`config.mk`:
```
export PLATFORM = sky130hd
export DESIGN_NAME = lcd_decimal_field_writer
export DESIGN_NICKNAME = d
export VERILOG_FILES = /design/src/hdl/ldfw_pkg.sv /design/src/hdl/ldfw_div10.sv /design/src/hdl/ldfw_nibble.sv /design/src/hdl/lcd_decimal_field_writer.sv
export SDC_FILE = /design/constraint.sdc
export NUM_CORES = 1
export LEC_CHECK = 0
export BUFFER_PORTS_ARGS = -buffer_cell sky130_fd_sc_hd__buf_4
export CORE_ASPECT_RATIO = 1.25
export CORE_MARGIN = 2
export CORE_UTILIZATION = 45
export DETAILED_ROUTE_END_ITERATION = 6
export GPL_TIMING_DRIVEN = 0
export PLACE_DENSITY = 0.63
export SLEW_MARGIN = 20
export SYNTH_ARGS = -nofsm -noshare
export SYNTH_HDL_FRONTEND = slang
export SYNTH_SLANG_ARGS = --single-unit
export TNS_END_PERCENT = 20
```
`constraint.sdc`:
```
create_clock -name i_clk -period 6.4 [get_ports i_clk]
set_clock_uncertainty 0.15 [all_clocks]
set_input_delay 1.6 -clock i_clk [delete_from_list [all_inputs] [get_ports i_clk]]
set_output_delay 1.6 -clock i_clk [all_outputs]
set_load 0.02 [all_outputs]
```
`src/hdl/ldfw_pkg.sv`:
```
`default_nettype none

package ldfw_pkg;

    // Defaults for the top-level parameters.
    localparam int DEF_MAX_DIGITS  = 6;
    localparam int DEF_VALUE_WIDTH = 16;

    // Cursor address bases of the two display lines.
    localparam logic [7:0] ROW1_BASE  = 8'h80;
    localparam logic [7:0] ROW2_BASE  = 8'hC0;
    localparam logic [7:0] ASCII_ZERO = 8'd48;
    localparam logic [7:0] LOW_NIB    = 8'h0F;
    localparam logic [7:0] HIGH_NIB   = 8'hF0;

    // Row codes that carry cursor commands.
    localparam logic [1:0] ROW_LINE1 = 2'd1;
    localparam logic [1:0] ROW_LINE2 = 2'd2;

    // Divide by ten as floor(x * 52428 / 2^19); the estimate is at most one
    // low for x below 2^19 and is corrected by one compare and subtract.
    localparam logic [15:0] RECIP_MUL   = 16'd52428;
    localparam int          RECIP_SHIFT = 19;
    localparam logic [4:0]  DIGIT_TEN   = 5'd10;

    // Nibble phases within one digit.
    localparam logic [1:0] PH_CMD_HI = 2'd0;
    localparam logic [1:0] PH_CMD_LO = 2'd1;
    localparam logic [1:0] PH_DAT_HI = 2'd2;
    localparam logic [1:0] PH_DAT_LO = 2'd3;

    typedef struct packed {
        logic [1:0]  row;
        logic [5:0]  column;
        logic [15:0] value;
        logic [2:0]  digit_count;
    } t_req;

    typedef struct packed {
        logic       register_select;
        logic [3:0] nibble;
        logic       last;
    } t_resp;

    // Selection handed to the nibble generator.
    typedef struct packed {
        logic [7:0] addr;
        logic [3:0] digit;
        logic [1:0] phase;
    } t_nib_sel;

endpackage

`default_nettype wire

```
`src/hdl/ldfw_div10.sv`:
```
`default_nettype none

// Shared divide-by-ten unit: the product is registered, the quotient and the
// digit follow in the next cycle while the dividend is held.
module ldfw_div10
    import ldfw_pkg::*;
#(
    parameter int RW = DEF_VALUE_WIDTH
) (
    input  wire logic          i_clk,
    input  wire logic [RW-1:0] i_dividend,
    output logic      [RW-1:0] o_quot,
    output logic      [3:0]    o_digit
);

    localparam int PW = RW + 16;

    logic [PW-1:0] r_prod;
    logic [RW-1:0] w_q_est;
    logic [RW-1:0] w_diff;
    logic [4:0]    w_diff5;

    always_ff @(posedge i_clk) begin
        r_prod <= PW'(i_dividend) * PW'(RECIP_MUL);
    end

    assign w_q_est = RW'(r_prod >> RECIP_SHIFT);
    assign w_diff  = i_dividend - (RW'({w_q_est, 3'b000}) + RW'({w_q_est, 1'b0}));
    assign w_diff5 = w_diff[4:0];

    always_comb begin
        if (w_diff5 >= DIGIT_TEN) begin
            o_quot  = w_q_est + RW'(1);
            o_digit = 4'(w_diff5 - DIGIT_TEN);
        end else begin
            o_quot  = w_q_est;
            o_digit = w_diff5[3:0];
        end
    end

endmodule

`default_nettype wire

```
`src/hdl/ldfw_nibble.sv`:
```
`default_nettype none

// Picks the nibble and register select for one phase of one digit.
module ldfw_nibble
    import ldfw_pkg::*;
(
    input  wire t_nib_sel i_sel,
    output logic          o_rs,
    output logic [3:0]    o_nibble
);

    logic [7:0] w_char;
    logic [7:0] w_hi_addr;
    logic [7:0] w_hi_char;

    assign w_char    = ASCII_ZERO + {4'b0000, i_sel.digit};
    assign w_hi_addr = (i_sel.addr & HIGH_NIB) >> 4;
    assign w_hi_char = (w_char & HIGH_NIB) >> 4;

    always_comb begin
        unique case (i_sel.phase)
            PH_CMD_HI: o_nibble = w_hi_addr[3:0];
            PH_CMD_LO: o_nibble = 4'(i_sel.addr & LOW_NIB);
            PH_DAT_HI: o_nibble = w_hi_char[3:0];
            PH_DAT_LO: o_nibble = 4'(w_char & LOW_NIB);
            default:   o_nibble = 4'b0000;
        endcase
    end

    assign o_rs = i_sel.phase[1];

endmodule

`default_nettype wire

```
`src/hdl/lcd_decimal_field_writer.sv`:
```
`default_nettype none

// Decimal field writer for a 4-bit character LCD.
// A request on the input channel (i_in_valid, o_in_stall, i_req) carries a
// row, a one-based column, a value and a digit count. The value is cut to
// digit_count decimal digits, clamped to 2 .. MAX_DIGITS, leading zeros kept,
// and for each digit the block sends, on the output channel (o_out_valid, i_out_stall,
// o_resp), two cursor command nibbles (rows 1 and 2 only) and two ASCII data nibbles,
// high nibble first. The final nibble of a request carries last.
// After acceptance each divide-by-ten step passes the product register and
// then the correction; emission follows at one nibble per cycle when not
// stalled. The shared divider paces the conversion and the single output
// register the emission.
// The block stalls its input while a request is being converted or emitted.
// A stalled output nibble holds in the output register; the sequencer waits.
// Reset (synchronous, active low) returns the block to idle with no output.
module lcd_decimal_field_writer
    import ldfw_pkg::*;
#(
    parameter int MAX_DIGITS  = DEF_MAX_DIGITS,
    parameter int VALUE_WIDTH = DEF_VALUE_WIDTH
) (
    input  wire logic  i_clk,
    input  wire logic  i_rst_n,
    input  wire logic  i_in_valid,
    output logic       o_in_stall,
    input  wire t_req  i_req,
    output logic       o_out_valid,
    input  wire logic  i_out_stall,
    output t_resp      o_resp
);

    localparam int IW = $clog2(MAX_DIGITS);
    localparam int RW = VALUE_WIDTH;

    // Sequencer states.
    localparam logic [1:0] S_IDLE = 2'd0;
    localparam logic [1:0] S_MUL  = 2'd1;
    localparam logic [1:0] S_FIX  = 2'd2;
    localparam logic [1:0] S_EMIT = 2'd3;

    logic [1:0]    r_state, n_state;
    logic [RW-1:0] r_rem, n_rem;
    logic [IW-1:0] r_last_idx, n_last_idx;
    logic [IW-1:0] r_widx, n_widx;
    logic [IW-1:0] r_k, n_k;
    logic [1:0]    r_phase, n_phase;
    logic          r_cursor, n_cursor;
    logic [7:0]    r_addr, n_addr;
    logic          r_out_valid, n_out_valid;
    t_resp         r_resp, n_resp;

    // Digits, most significant at index zero.
    logic [3:0]    r_dig [MAX_DIGITS];

    logic          w_accept;
    logic          w_emit;
    logic          w_dig_we;
    logic [RW-1:0] w_quot;
    logic [3:0]    w_digit;
    t_nib_sel      w_sel;
    logic          w_rs;
    logic [3:0]    w_nibble;
    logic          w_last;
    logic [7:0]    w_base;

    assign w_accept = i_in_valid && (r_state == S_IDLE);
    assign w_emit   = (r_state == S_EMIT) && (!r_out_valid || !i_out_stall);
    assign w_dig_we = (r_state == S_FIX);

    ldfw_div10 #(
        .RW(RW)
    ) u_div10 (
        .i_clk      (i_clk),
        .i_dividend (r_rem),
        .o_quot     (w_quot),
        .o_digit    (w_digit)
    );

    assign w_sel.addr  = r_addr;
    assign w_sel.digit = r_dig[r_k];
    assign w_sel.phase = r_phase;

    ldfw_nibble u_nibble (
        .i_sel    (w_sel),
        .o_rs     (w_rs),
        .o_nibble (w_nibble)
    );

    assign w_last = (r_phase == PH_DAT_LO) && (r_k == r_last_idx);

    always_comb begin
        if (i_req.row == ROW_LINE1) begin
            w_base = ROW1_BASE;
        end else begin
            w_base = ROW2_BASE;
        end
    end

    always_comb begin
        n_state     = r_state;
        n_rem       = r_rem;
        n_last_idx  = r_last_idx;
        n_widx      = r_widx;
        n_k         = r_k;
        n_phase     = r_phase;
        n_cursor    = r_cursor;
        n_addr      = r_addr;
        n_out_valid = r_out_valid;
        n_resp      = r_resp;

        if (!i_out_stall) begin
            n_out_valid = 1'b0;
        end

        unique case (r_state)
            S_IDLE: begin
                if (w_accept) begin
                    // Count below two is raised, above the maximum lowered.
                    if (int'(i_req.digit_count) < 2) begin
                        n_last_idx = IW'(1);
                    end else if (int'(i_req.digit_count) > MAX_DIGITS) begin
                        n_last_idx = IW'(MAX_DIGITS - 1);
                    end else begin
                        n_last_idx = IW'(int'(i_req.digit_count) - 1);
                    end
                    n_widx   = n_last_idx;
                    n_rem    = RW'(i_req.value);
                    n_cursor = (i_req.row == ROW_LINE1) || (i_req.row == ROW_LINE2);
                    // A column of zero gives the address just below the row base.
                    n_addr   = 8'(w_base + {2'b00, i_req.column} - 8'd1);
                    n_k      = '0;
                    n_phase  = n_cursor ? PH_CMD_HI : PH_DAT_HI;
                    n_state  = S_MUL;
                end
            end
            S_MUL: begin
                n_state = S_FIX;
            end
            S_FIX: begin
                // Least significant digit first, filled from the right.
                n_rem = w_quot;
                if (r_widx == '0) begin
                    n_state = S_EMIT;
                end else begin
                    n_widx  = r_widx - IW'(1);
                    n_state = S_MUL;
                end
            end
            S_EMIT: begin
                if (w_emit) begin
                    n_out_valid            = 1'b1;
                    n_resp.register_select = w_rs;
                    n_resp.nibble          = w_nibble;
                    n_resp.last            = w_last;
                    if (r_phase == PH_DAT_LO) begin
                        n_k     = r_k + IW'(1);
                        n_addr  = r_addr + 8'd1;
                        n_phase = r_cursor ? PH_CMD_HI : PH_DAT_HI;
                        if (w_last) begin
                            n_state = S_IDLE;
                        end
                    end else begin
                        n_phase = r_phase + 2'd1;
                    end
                end
            end
            default: begin
                n_state = S_IDLE;
            end
        endcase
    end

    always_ff @(posedge i_clk) begin
        if (!i_rst_n) begin
            r_state     <= S_IDLE;
            r_out_valid <= 1'b0;
        end else begin
            r_state     <= n_state;
            r_out_valid <= n_out_valid;
        end
    end

    always_ff @(posedge i_clk) begin
        r_rem      <= n_rem;
        r_last_idx <= n_last_idx;
        r_widx     <= n_widx;
        r_k        <= n_k;
        r_phase    <= n_phase;
        r_cursor   <= n_cursor;
        r_addr     <= n_addr;
        r_resp     <= n_resp;
    end

    always_ff @(posedge i_clk) begin
        if (w_dig_we) begin
            r_dig[r_widx] <= w_digit;
        end
    end

    assign o_in_stall  = (r_state != S_IDLE);
    assign o_out_valid = r_out_valid;
    assign o_resp      = r_resp;

    // An accepted request always starts digit conversion.
    a_accept_converts: assert property (@(posedge i_clk) disable iff (!i_rst_n)
        (i_in_valid && !o_in_stall) |=> (r_state == S_MUL))
        else $error("accepted request did not start conversion");

    // Rows without cursor commands never emit a command phase.
    a_no_cmd_phase: assert property (@(posedge i_clk) disable iff (!i_rst_n)
        ((r_state == S_EMIT) && !r_cursor) |-> r_phase[1])
        else $error("command phase reached on a row without cursor commands");

    // The final nibble of a request is always a character data nibble.
    a_last_is_data: assert property (@(posedge i_clk) disable iff (!i_rst_n)
        (o_out_valid && o_resp.last) |-> o_resp.register_select)
        else $error("last nibble is not a data nibble");

    // Emission only begins after at least one correction step.
    a_emit_after_fix: assert property (@(posedge i_clk) disable iff (!i_rst_n)
        ((r_state == S_EMIT) && ($past(r_state) != S_EMIT)) |-> ($past(r_state) == S_FIX))
        else $error("emission entered without a conversion step");

endmodule

`default_nettype wire

```
==> flow_results.org, run 1 <==
** Timing
- For the final routed database, the setup TNS stands at 0 ps.
- Worst-margin pin slew :: approximately 940 ps
- Ratio of final minimum period to clock period :: 94.8%
- Setup repair after global routing left no endpoint under its margin.
- For this run, the top clock speed supported by timing is 165 MHz.
- Setup violation total in the final timing report :: 0
- Total count of hold-check failures in the final report :: 0
- The max-slew violation count came to 0.
- Subtracting the final worst setup slack from the clock period gives a little over 6000 ps.
- Headroom to the max-slew limit came out at 36.6%.

** Route
- Detailed-route DRC error count :: 0
- Iter 0 DRT Violations :: 232
- The count of nets left with antenna violations once routing finished came out at 0.
- After detailed routing, the number of vias per cell comes to approximately 5.2.
- The first detailed-routing pass took 4 iterations.
- The routed layout has 5528 vias.
- Summed over all layers, the routed wires come to roughly 17 mm.
- After detailed routing, the average wire length per cell comes to 15.9 um.

** Placed design
- Summed over all nets, the half-perimeter wirelength after detailed placement is about 14 mm.
- Port bufs :: 38
- Gp weighted congestion :: 0.864

** Die
- After floorplanning, the core was divided into 55 placement rows.
- Core Box Area :: 18000 um2
- In this run the horizontal extent of the chip is 125 um.
- The die is 155 um tall.
- Pin placement for this block handled 39 I/O pins.
- Once the floorplan was initialized, standard cells occupied 45.6% of the core.
- Die footprint :: 19400 um2

** Synth
- Total number of yosys warnings :: 0
- Number of enable-type register cells in the synthesized netlist :: 66
- Share of synthesized area occupied by flip-flops and latches :: roughly 29%
- Most used DFF post-synth :: sky130_fd_sc_hd__edfxtp_1
- The netlist uses 53 different library cells.
- Synth Register Bits :: 85
- Post-Synthesis Mean Instance Area :: 10.4 um2
- Net count after synthesis :: 1028
- Post-Syn Area :: 8220 um2
- Share of synthesized registers carrying an async set or reset :: 0%
- The cell count after synthesis came out at 789.

** Layout
- Commonest cells after routing, fill and taps aside :: 144 x sky130_fd_sc_hd__ha_1, 137 x sky130_fd_sc_hd__inv_1, 66 x sky130_fd_sc_hd__edfxtp_1
- For this run, the post-layout net count is 1077.
- Diode count :: 0
- Of the cells placed in the final design, the portion with a size suffix greater than 1 is 7.95%.
- Area grow syn2layout :: 10.7%
- Final core occ :: 50.5%
- Most common library cell in the layout ignoring fill and taps :: sky130_fd_sc_hd__ha_1

** Critical path
- Worst path required time :: 6510 ps
- Maximum fanout count along the critical path :: 7
- STA puts the critical path data arrival time at just over 6000 ps.
- Crit start category :: flip-flop
- The critical path in this run is classified as flip-flop to flip-flop.
- The worst setup path is captured at a flip-flop.

** CTS
- The H-tree was split into 3 levels.
- The later pin in the worst-skew pair is clocked with a latency of 330 ps.
- Number of buffers on the longest clock path :: 2
- Clock tree synthesis inserted a total of 9 buffers.
- Clock sink count :: 85
- After clock tree synthesis, the clock-pin slew on the worst setup and hold paths is 60 ps.
- Number of buffers inserted to repair setup after CTS :: 0
- TritonCTS clock tree :: done
- CTS placed an instance of sky130_fd_sc_hd__clkbuf_16 at the clock tree root.

** GRT
- The initial antenna violation count was 0.
- First-pass GRT wire length :: 28.3 mm
- Number of global-route vias before repair :: 5811
- Across every metal layer, demand over resource in global routing totals 18.4%.
- Pin count of the biggest net entering global routing :: 17
- Global route overflow :: 0

** Flow run
- Count of max-cap constraint violations :: 0

** Hold path
- In this run the worst hold path is classified as flip-flop to flip-flop.

** Status
- Result of the run :: finished clean
==> stage by stage <==
stage	hold WS [ps]	cells	cell area (um2)	setup slack [ps]
after CTS	369	1071	9090	223
after floorplan	332	789	8220	981
after global routing	411	1071	9100	23.2
final	361	1071	9100	333
after global placement	353	1055	8790	277
after detailed placement	361	1055	8790	268
==> flip-flops by register name, indices dropped and copies added, names as in the netlist, 2 cells and up, named ones only <==
signal          count
o_resp              6
r_state             2
r_k                 3
u_div10.r_prod     13
r_last_idx          3
r_widx              3
r_addr              8
r_dig              24
r_rem              16
r_phase             2
==> cell usage after synthesis (all sizes together) (10+ instances only) <==
cell type  instances  area (um2)
xor2              30         263
fa                64        1280
nor2              32         120
dfxtp             19         380
nand2             55         206
nand3             11        67.6
nand4             12        75.1
inv              137         514
edfxtp            66        1980
clkbuf            10        37.5
ha               144        1800
a21oi             32         160
o21ai             45         225
xnor2             29         262
==> kinds of logic after synthesis <==
| kind of cell | after synthesis | synth area share, % |
|---|---|---|
| and+or+nand+nor | 151 | 8.92 |
| adders and majority gates | 208 | 37.5 |
| buffers and inverters | 150 | 6.97 |
| DFF | 85 | 28.7 |
| AOI/OAI and AO/OA | 119 | 8.71 |
| xor gates and xnor gates | 59 | 6.38 |
| muxes | 17 | 2.76 |
==> worst max-delay path, stage by stage, from the launching register on <==
cell and delay, ps:
sky130_fd_sc_hd__edfxtp_1 570, sky130_fd_sc_hd__ha_1 430, sky130_fd_sc_hd__xnor2_1 260, sky130_fd_sc_hd__inv_1 80
sky130_fd_sc_hd__ha_1 310, sky130_fd_sc_hd__fa_1 510, sky130_fd_sc_hd__fa_1 510, sky130_fd_sc_hd__fa_1 550
sky130_fd_sc_hd__inv_1 60, sky130_fd_sc_hd__fa_1 500, sky130_fd_sc_hd__inv_1 40, sky130_fd_sc_hd__ha_1 360
sky130_fd_sc_hd__nand2_1 100, sky130_fd_sc_hd__or4_1 510, sky130_fd_sc_hd__o211ai_1 300, sky130_fd_sc_hd__a211oi_1 250
sky130_fd_sc_hd__o31ai_2 340, sky130_fd_sc_hd__xnor2_1 160
==> area by class of cell <==
cell class / count / area, um2
inverters: 137 / 514
clock buffers: 13 / 240
flip-flops and latches: 85 / 2360
multi-input cells: 554 / 5290
plain buffers: 13 / 58.8
repair buffers: 38 / 285
well taps: 228 / 285
clock inverters: 3 / 63.8
fillers: 1653 / 8930
==> final timing paths <==
path	start	endpoint	slack, ps	depth (start not counted)
worst min-delay path	o_out_valid$_SDFF_PN0_	o_out_valid$_SDFF_PN0_	360	2
worst max-delay path	r_rem[3]$_DFFE_PP_	u_div10.r_prod[31]$_DFF_P_	330	17
worst max register to register	r_rem[3]$_DFFE_PP_	u_div10.r_prod[31]$_DFF_P_	330	17
worst min register to register	o_out_valid$_SDFF_PN0_	o_out_valid$_SDFF_PN0_	360	2
==> layer usage <==
metal / vias to the layer above / track usage [%] / part of all wire, %
met2: 85 / 35.6 / 55
met1: 2627 / 21.5 / 41
met4: 0 / 5.61 / 1.9
met5: - / 0 / 0
met3: 20 / 1.72 / 2.2
li1: 2796 / - / -
==> repair_timing <==
item / 4_1_cts / 5_1_grt
setup endpoints to repair: 0 / 1
resized for setup: 0 / 1
hold buffers: 0 / 0
hold endpoints to repair: 0 / 0
Power of run 1 is not shown: default switching activity piles up to over one toggle a cycle in this logic, so the estimate is an artifact.
==> run 2: changes to the inputs <==
--- a/config.mk
+++ b/config.mk
@@ -7,11 +7,11 @@
 export LEC_CHECK = 0
 export BUFFER_PORTS_ARGS = -buffer_cell sky130_fd_sc_hd__buf_4
 export CORE_ASPECT_RATIO = 1.25
-export CORE_MARGIN = 2
 export CORE_UTILIZATION = 45
 export DETAILED_ROUTE_END_ITERATION = 6
 export GPL_TIMING_DRIVEN = 0
 export PLACE_DENSITY = 0.63
+export RECOVER_POWER = 25
 export SLEW_MARGIN = 20
 export SYNTH_ARGS = -nofsm -noshare
 export SYNTH_HDL_FRONTEND = slang
==> run 2 against run 1 <==
Net effect: worst hold slack got worse by 17 ps; maximum frequency is 0.17% lower; critical path depth is the same; sequential share of layout area is essentially flat; worst setup slack worse by 10 ps; sequential cell count stayed put; design area is 0.11% lower; final cell count shrank 0.37%; routed wire length up 2.4%; global-route usage increased by 1.7 points; count of clock-buffer cells in the layout rose by 1; critical path type unchanged.
==> flow_results.org, run 2 (synthesis results as in run 1) <==
** Layout
- The number of fillers in the final layout is 1611 (-2.5%).
- Share of cells above drive strength 1 :: 7.83% (-0.12 points)
- The post-route non-filler standard cell count is 1067 (-0.37%).
- Largest register by flop count :: r_dig
- The net count of the finished layout is 1077 (unchanged).
- Commonest cells after routing, fill and taps aside :: 144 x sky130_fd_sc_hd__ha_1, 137 x sky130_fd_sc_hd__inv_1, 66 x sky130_fd_sc_hd__edfxtp_1
- The number of flip-flops under the largest register name is 24 (unchanged).
- Final core occ :: 51.5% (+1.1 points)
- Area grow syn2layout :: 10.6%
- Leaving out fill and tap cells, the most frequent cell in the layout is sky130_fd_sc_hd__ha_1.
- The number of antenna diodes was 0 (unchanged).
- In the final layout, the registers with the most flip-flops are r_dig: 24 flops, r_rem: 16 flops, u_div10.r_prod: 13 flops.

** Timing
- Final critical-path required period :: 6080 ps (+10.0 ps)
- Setup repair after global routing left no endpoint under its margin.
- The share of the cycle needed by the critical path after routing came to 95.0% (+0.16 points).
- The count of final setup violators is 0 (unchanged).
- Final WS setup :: 323 ps (-10.0 ps)
- The setup TNS came to 0 ps (unchanged).
- F_max :: 165 MHz (-0.17%)
- Worst-margin pin slew :: 1020 ps (+76.8 ps)
- Total count of hold-check failures in the final report :: 0 (unchanged)
- The max-slew violation count came to 0 (unchanged).
- The worst relative slew slack is 31.4% (-5.2 points).

** Status
- The run finished with clean final reports.

** CTS
- The clock edge transition at the registers on the reported setup and hold paths was 60 ps (about the same).
- The maximum root-to-sink buffer count was 2 (unchanged).
- The clock network latency to the later pin of the worst-skew pair is 340 ps (about the same).
- H-tree depth :: 3 (unchanged)
- CTS buffer count :: 9 (unchanged)
- TritonCTS clock tree :: done
- In this run the clock root is driven by a sky130_fd_sc_hd__clkbuf_16.
- The number of clock sinks was 85 (unchanged).

** Route
- Iteration count of the initial detailed-routing pass :: 4 (unchanged)
- The number of antenna-violating nets in the routed design is 0 (unchanged).
- The detailed-route vias per instance came to 5.28 (+2.2%).
- Iter 0 DRT Violations :: 250 (+7.8%)
- The final routed DRC violation total was 0 (unchanged).
- Routed length per instance :: 16.3 um (+2.8%)
- The total vias in the final route is 5630 (+1.8%).
- Wirelength, routed :: 17.4 mm (+2.4%)

** Placed design
- The weighted congestion reported at the end of routability-driven placement was 0.849 (-1.7%).
- The post-placement worst setup slack is 299 ps (+31.1 ps).
- The number of placed instances, taps included came to 1051 (-0.38%).
- Port bufs :: 38 (unchanged)
- The post-DP HPWL was 14.6 mm (+0.91%).

** Critical path
- The signal arrival time at the worst endpoint is 6200 ps (+30 ps).
- Crit start category :: flip-flop
- Maximum fanout count along the critical path :: 7 (unchanged)
- The data required time at the worst endpoint came to 6520 ps (about the same).
- The worst setup path is captured at a flip-flop.
- The critical path in this run is classified as flip-flop to flip-flop.

** GRT
- The wire length of the first global-routing pass was 28.9 mm (+2.2%).
- The via count of the first global-routing pass is 6008 (+3.4%).
- The total global routing overflow came to 0 (unchanged).
- Pin count of the biggest net entering global routing :: 17 (unchanged)
- The all-layer global routing usage is 20.2% (+1.7 points).
- The initial antenna violation count came to 0 (unchanged).

** Die
- The initial core utilization is 46.6% (+1.0 points).
- The number of standard-cell rows in the floorplan was 54 (-1.8%).
- The floorplan die area was 18800 um2 (-2.9%).
- Total I/O pin count :: 39 (unchanged)
- The area of the core was 17600 um2 (-2.2%).
- Die X-Extent :: 123 um (-1.6%)
- Die Span Y :: 153 um (-1.3%)

** Flow run
- The number of maximum-capacitance violations was 0 (unchanged).

** Hold path
- Worst hold path type :: flip-flop to flip-flop
run 2: per-layer routing:
metal	GRT usage, %	vias up	wire [um]
met5	0	-	0
met4	6.85	0	402
met1	23.6	2724	7250
li1	-	2793	-
met3	2.16	29	408
met2	37.3	84	9340
run 2: path summary, 6_finish.rpt:
path	endpoint	start	slack, ps	cells past startpoint
worst max-delay path	u_div10.r_prod[31]$_DFF_P_	r_rem[3]$_DFFE_PP_	320	17
worst min-delay path	o_out_valid$_SDFF_PN0_	o_out_valid$_SDFF_PN0_	340	2
worst max register to register	u_div10.r_prod[31]$_DFF_P_	r_rem[3]$_DFFE_PP_	320	17
worst min register to register	o_out_valid$_SDFF_PN0_	o_out_valid$_SDFF_PN0_	340	2
run 2: what timing repair did:
action / 4_1_cts / 5_1_grt
gates resized for setup: 0 / 1
hold buffers: 0 / 0
endpoints found under the setup margin: 0 / 1
buffers inserted: 0 / 0
run 2: cell type report:
type	instances	area, um2	area share, %
inverter	137	514	5.66
sequential	85	2360	26.0
multi-input combinational	554	5280	58.1
clock inverter	2	38.8	0.427
buffer	13	58.8	0.647
timing repair buffer	38	278	3.06
clock buffer	14	275	3.03
tap	224	280	3.08
run 2: stage by stage:
stage                     hold WS (ps)  area (um2)
after detailed placement           342        8780
after global routing               384        9090
after floorplan                    332        8220
after global placement             337        8780
after CTS                          350        9100
final                              344        9090
run 2: worst max-delay path, cell delays in order (launching register included):
cell and delay [ps]:
sky130_fd_sc_hd__edfxtp_1 580, sky130_fd_sc_hd__ha_1 430, sky130_fd_sc_hd__xnor2_1 260, sky130_fd_sc_hd__inv_1 80
sky130_fd_sc_hd__ha_1 300, sky130_fd_sc_hd__fa_1 510, sky130_fd_sc_hd__fa_1 520, sky130_fd_sc_hd__fa_1 550
sky130_fd_sc_hd__inv_1 60, sky130_fd_sc_hd__fa_1 500, sky130_fd_sc_hd__inv_1 40, sky130_fd_sc_hd__ha_1 340
sky130_fd_sc_hd__nand2_1 90, sky130_fd_sc_hd__or4_1 520, sky130_fd_sc_hd__o211ai_1 300, sky130_fd_sc_hd__a211oi_1 260
sky130_fd_sc_hd__o31ai_2 360, sky130_fd_sc_hd__xnor2_1 150
Power of run 2 is left out for the same reason.
==> run 3: changes to the inputs <==
--- a/config.mk
+++ b/config.mk
@@ -5,6 +5,7 @@
 export SDC_FILE = /design/constraint.sdc
 export NUM_CORES = 1
 export LEC_CHECK = 0
+export ABC_AREA = 1
 export BUFFER_PORTS_ARGS = -buffer_cell sky130_fd_sc_hd__buf_4
 export CORE_ASPECT_RATIO = 1.25
 export CORE_UTILIZATION = 45
==> run 3 against run 2 <==
Net effect: sequential cell count unchanged; final cell count up 32%; critical endpoint is now u_div10.r_prod[30]$_DFF_P_; critical path depth grew 2; global-route usage up 1.6 points; worst setup slack gained 530 ps.
==> flow_results.org, run 3 <==
** Critical path
- The data required time at the worst endpoint was 6490 ps (-30 ps).
- The worst-path maximum fanout was 9 (+2).
- By startpoint and endpoint, the worst setup path is classified as flip-flop to flip-flop.
- The worst setup path is captured at a flip-flop.
- Reg2Reg Depth :: 19 (+2)
- The signal arrival time at the worst endpoint came to 5640 ps (-560 ps).
- Crit start category :: flip-flop
- In this run the critical register-to-register path is launched from r_rem[1]$_DFFE_PP_.
- Worst setup path startpoint :: r_rem[1]$_DFFE_PP_

** Die
- The floorplan die width came to 128 um (+4.6%).
- Starting density of the core :: 46.0% (-0.56 points)
- Placement Rows :: 57 (+5.6%)
- Core Box Area :: 19500 um2 (+11%)
- The floorplan die area is 20600 um2 (+9.3%).
- The vertical die dimension was 160 um (+4.6%).
- The I/O pin total came to 39 (unchanged).

** CTS
- Clock tree synthesis selected as its root buffer the cell sky130_fd_sc_hd__clkbuf_16.
- TritonCTS built the clock tree.
- Number of buffers inserted to repair setup after CTS :: 0 (unchanged)
- Hold buffer count at cts :: 0 (unchanged)
- The clock network latency to the later pin of the worst-skew pair came to 350 ps (about the same).
- H-tree depth :: 3 (unchanged)
- The post-cts gate resize count came to 0 (unchanged).
- Reg clk slew, reported paths :: 70 ps (about the same)
- The number of clock sinks is 85 (unchanged).
- The maximum root-to-sink buffer count was 2 (unchanged).
- The number of CTS-inserted buffers is 9 (unchanged).

** Timing
- The pin slew with the least headroom to its limit is 884 ps (-135 ps).
- The setup TNS was 0 ps (unchanged).
- F_max :: 180 MHz (+9.5%)
- Ratio of final minimum period to clock period :: 86.7% (-8.3 points)
- The count of final setup violators is 0 (unchanged).
- Setup repair after global routing left no endpoint under its margin.
- Final critical-path required period :: 5550 ps (-529 ps)
- Total count of hold-check failures in the final report :: 0 (unchanged)
- Slew margin rel. :: 41.0% (+9.6 points)
- Final number of max-transition violations :: 0 (unchanged)

** Hold path
- The cell count of the worst hold path came to 0 (-2).
- Worst hold path type :: flip-flop to flip-flop
- The startpoint identified for the worst hold timing path is r_phase[1]$_DFFE_PP_.

** Layout
- Diode count :: 0 (unchanged)
- Share of cells above drive strength 1 :: 6.04% (-1.8 points)
- Largest register by flop count :: r_dig
- Area grow syn2layout :: 10.0%
- Leaving out fill and tap cells, the most frequent cell in the layout is sky130_fd_sc_hd__nand2_1.
- Final core occ :: 50.7% (-0.88 points)
- Total number of nets in the final design :: 1377 (+28%)
- Commonest cells after routing, fill and taps aside :: 236 x sky130_fd_sc_hd__nand2_1, 219 x sky130_fd_sc_hd__inv_1, 144 x sky130_fd_sc_hd__ha_1
- The number of flip-flops under the largest register name is 24 (unchanged).
- Largest registers :: r_dig: 24 flops, r_rem: 16 flops, u_div10.r_prod: 13 flops

** Synth
- Net count after synthesis :: 1328 (+29%)
- sky130_fd_sc_hd__nand2_1 is the most common cell in the netlist.
- Synth Register Bits :: 85 (unchanged)
- The synthesized instance count was 1089 (+38%).
- The share of the synthesized area in the top cell type was 22.0% (-2.1 points).
- The synthesized design spends more area on one cell type than any other, namely sky130_fd_sc_hd__edfxtp_1.
- The post-synthesis cell area is 9000 um2 (+9.5%).
- Total number of yosys warnings :: 0 (unchanged)
- The count of flip-flops with a built-in enable after synthesis is 66 (unchanged).
- Largest cells by area after synthesis :: sky130_fd_sc_hd__edfxtp_1 22%, sky130_fd_sc_hd__ha_1 20%, sky130_fd_sc_hd__fa_1 14%
- Post-Synthesis Mean Instance Area :: 8.26 um2 (-21%)
- Most used DFF post-synth :: sky130_fd_sc_hd__edfxtp_1
- The share of synthesized registers carrying an async set or reset was 0% (unchanged).
- After synthesis, the most frequently instantiated cells are 236 x sky130_fd_sc_hd__nand2_1, 219 x sky130_fd_sc_hd__inv_1, 144 x sky130_fd_sc_hd__ha_1.
- The number of distinct library cells after synthesis came to 41 (-23%).
- Share of synthesized area occupied by flip-flops and latches :: 26.3% (-2.5 points)

** GRT
- The total global routing overflow is 0 (unchanged).
- Number of global-route vias before repair :: 7086 (+18%)
- Antenna violations before repair :: 0 (unchanged)
- The largest net degree at the start of global routing is 17 (unchanged).
- The wire length of the first global-routing pass came to 34.6 mm (+20%).
- The all-layer global routing usage came to 21.8% (+1.6 points).

** Flow run
- Count of max-cap constraint violations :: 0 (unchanged)

** Route
- Detail-routed via count per cell :: 4.92 (-6.8%)
- The total iterations of the first detailed-routing run came to 5 (+1).
- Iter 0 DRT Violations :: 378 (+51%)
- Total via count after detailed routing :: 6923 (+23%)
- Wirelength, routed :: 20.4 mm (+17%)
- The average wire length per cell after detail routing came to 14.5 um (-11%).
- The number of antenna-violating nets in the routed design came to 0 (unchanged).
- Detailed-route DRC error count :: 0 (unchanged)

** Status
- Result of the run :: finished clean

** Placed design
- The weighted congestion reported at the end of routability-driven placement was 0.923 (+8.6%).
- Port bufs :: 38 (unchanged)
- The post-DP HPWL was 17.4 mm (+20%).
==> run 3: cell types whose count changed in the layout (fill, tap and decap cells not counted), sizes merged, moves of 8 or more <==
cell / delta
xor2: -12
a21oi: +9
nor3: +8
inv: +85
nand3: +42
clkbuf: -9
xnor2: -13
nor2: +56
o21ai: +9
nand2: +185
==> run 3: worst paths after layout <==
path	endpoint	slack [ps]
worst max-delay path	u_div10.r_prod[30]$_DFF_P_	850
worst min-delay path	o_resp[5]$_DFFE_PP_	400
worst max register to register	u_div10.r_prod[30]$_DFF_P_	850
worst min register to register	o_resp[5]$_DFFE_PP_	400
==> run 3: metrics by stage <==
step | setup WS (ps) | instances | cell area, um2 | hold slack (ps)
after floorplan | 1480 | 1089 | 9000 | 332
after global placement | 897 | 1392 | 9610 | 364
after detailed placement | 881 | 1392 | 9610 | 382
after CTS | 857 | 1408 | 9900 | 397
after global routing | 498 | 1408 | 9900 | 417
final | 851 | 1408 | 9900 | 397
==> run 3: metal layers <==
metal	vias up	track usage, %	wire length [um]
met5	-	0	0
met4	0	5.94	401
met3	26	2.58	610
met2	114	39.9	10600
met1	3196	26.5	8850
li1	3587	-	-
==> run 3: cells by family after synthesis <==
| group | Yosys count | synth area share (%) |
|---|---|---|
| AND/OR/NAND/NOR | 412 | 18.8 |
| buffers and inverters | 231 | 9.86 |
| adder cells (fa/ha/maj) | 208 | 34.3 |
| AO/OA/AOI/OAI | 116 | 7.12 |
| flip-flops | 85 | 26.3 |
| XOR/XNOR | 34 | 3.31 |
| multiplexers | 3 | 0.348 |
==> run 3: critical path, stage by stage (launching register included) <==
cell and delay (ps):
sky130_fd_sc_hd__edfxtp_1 560, sky130_fd_sc_hd__ha_1 420, sky130_fd_sc_hd__xor2_1 190, sky130_fd_sc_hd__ha_1 190, sky130_fd_sc_hd__or2_2 310, sky130_fd_sc_hd__fa_1 490, sky130_fd_sc_hd__fa_1 530, sky130_fd_sc_hd__fa_1 550
sky130_fd_sc_hd__inv_1 70, sky130_fd_sc_hd__fa_1 520, sky130_fd_sc_hd__inv_1 50, sky130_fd_sc_hd__ha_1 320, sky130_fd_sc_hd__a21oi_1 240, sky130_fd_sc_hd__o21ai_0 190, sky130_fd_sc_hd__a21oi_1 270, sky130_fd_sc_hd__nor2_1 70
sky130_fd_sc_hd__nor2_1 140, sky130_fd_sc_hd__nand2_1 70, sky130_fd_sc_hd__nand2_1 50, sky130_fd_sc_hd__nand2_1 50
==> run 3: area by class of cell <==
cell class              instances  area [um2]
multi-input cells             773        5750
plain buffers                  10        56.3
flip-flops and latches         85        2360
fillers                      1943        9640
well taps                     265         332
inverters                     221         830
repair buffers                 38         285
clock buffers                   9         225
clock inverters                 7        60.1
Power of run 3 is left out for the same reason.
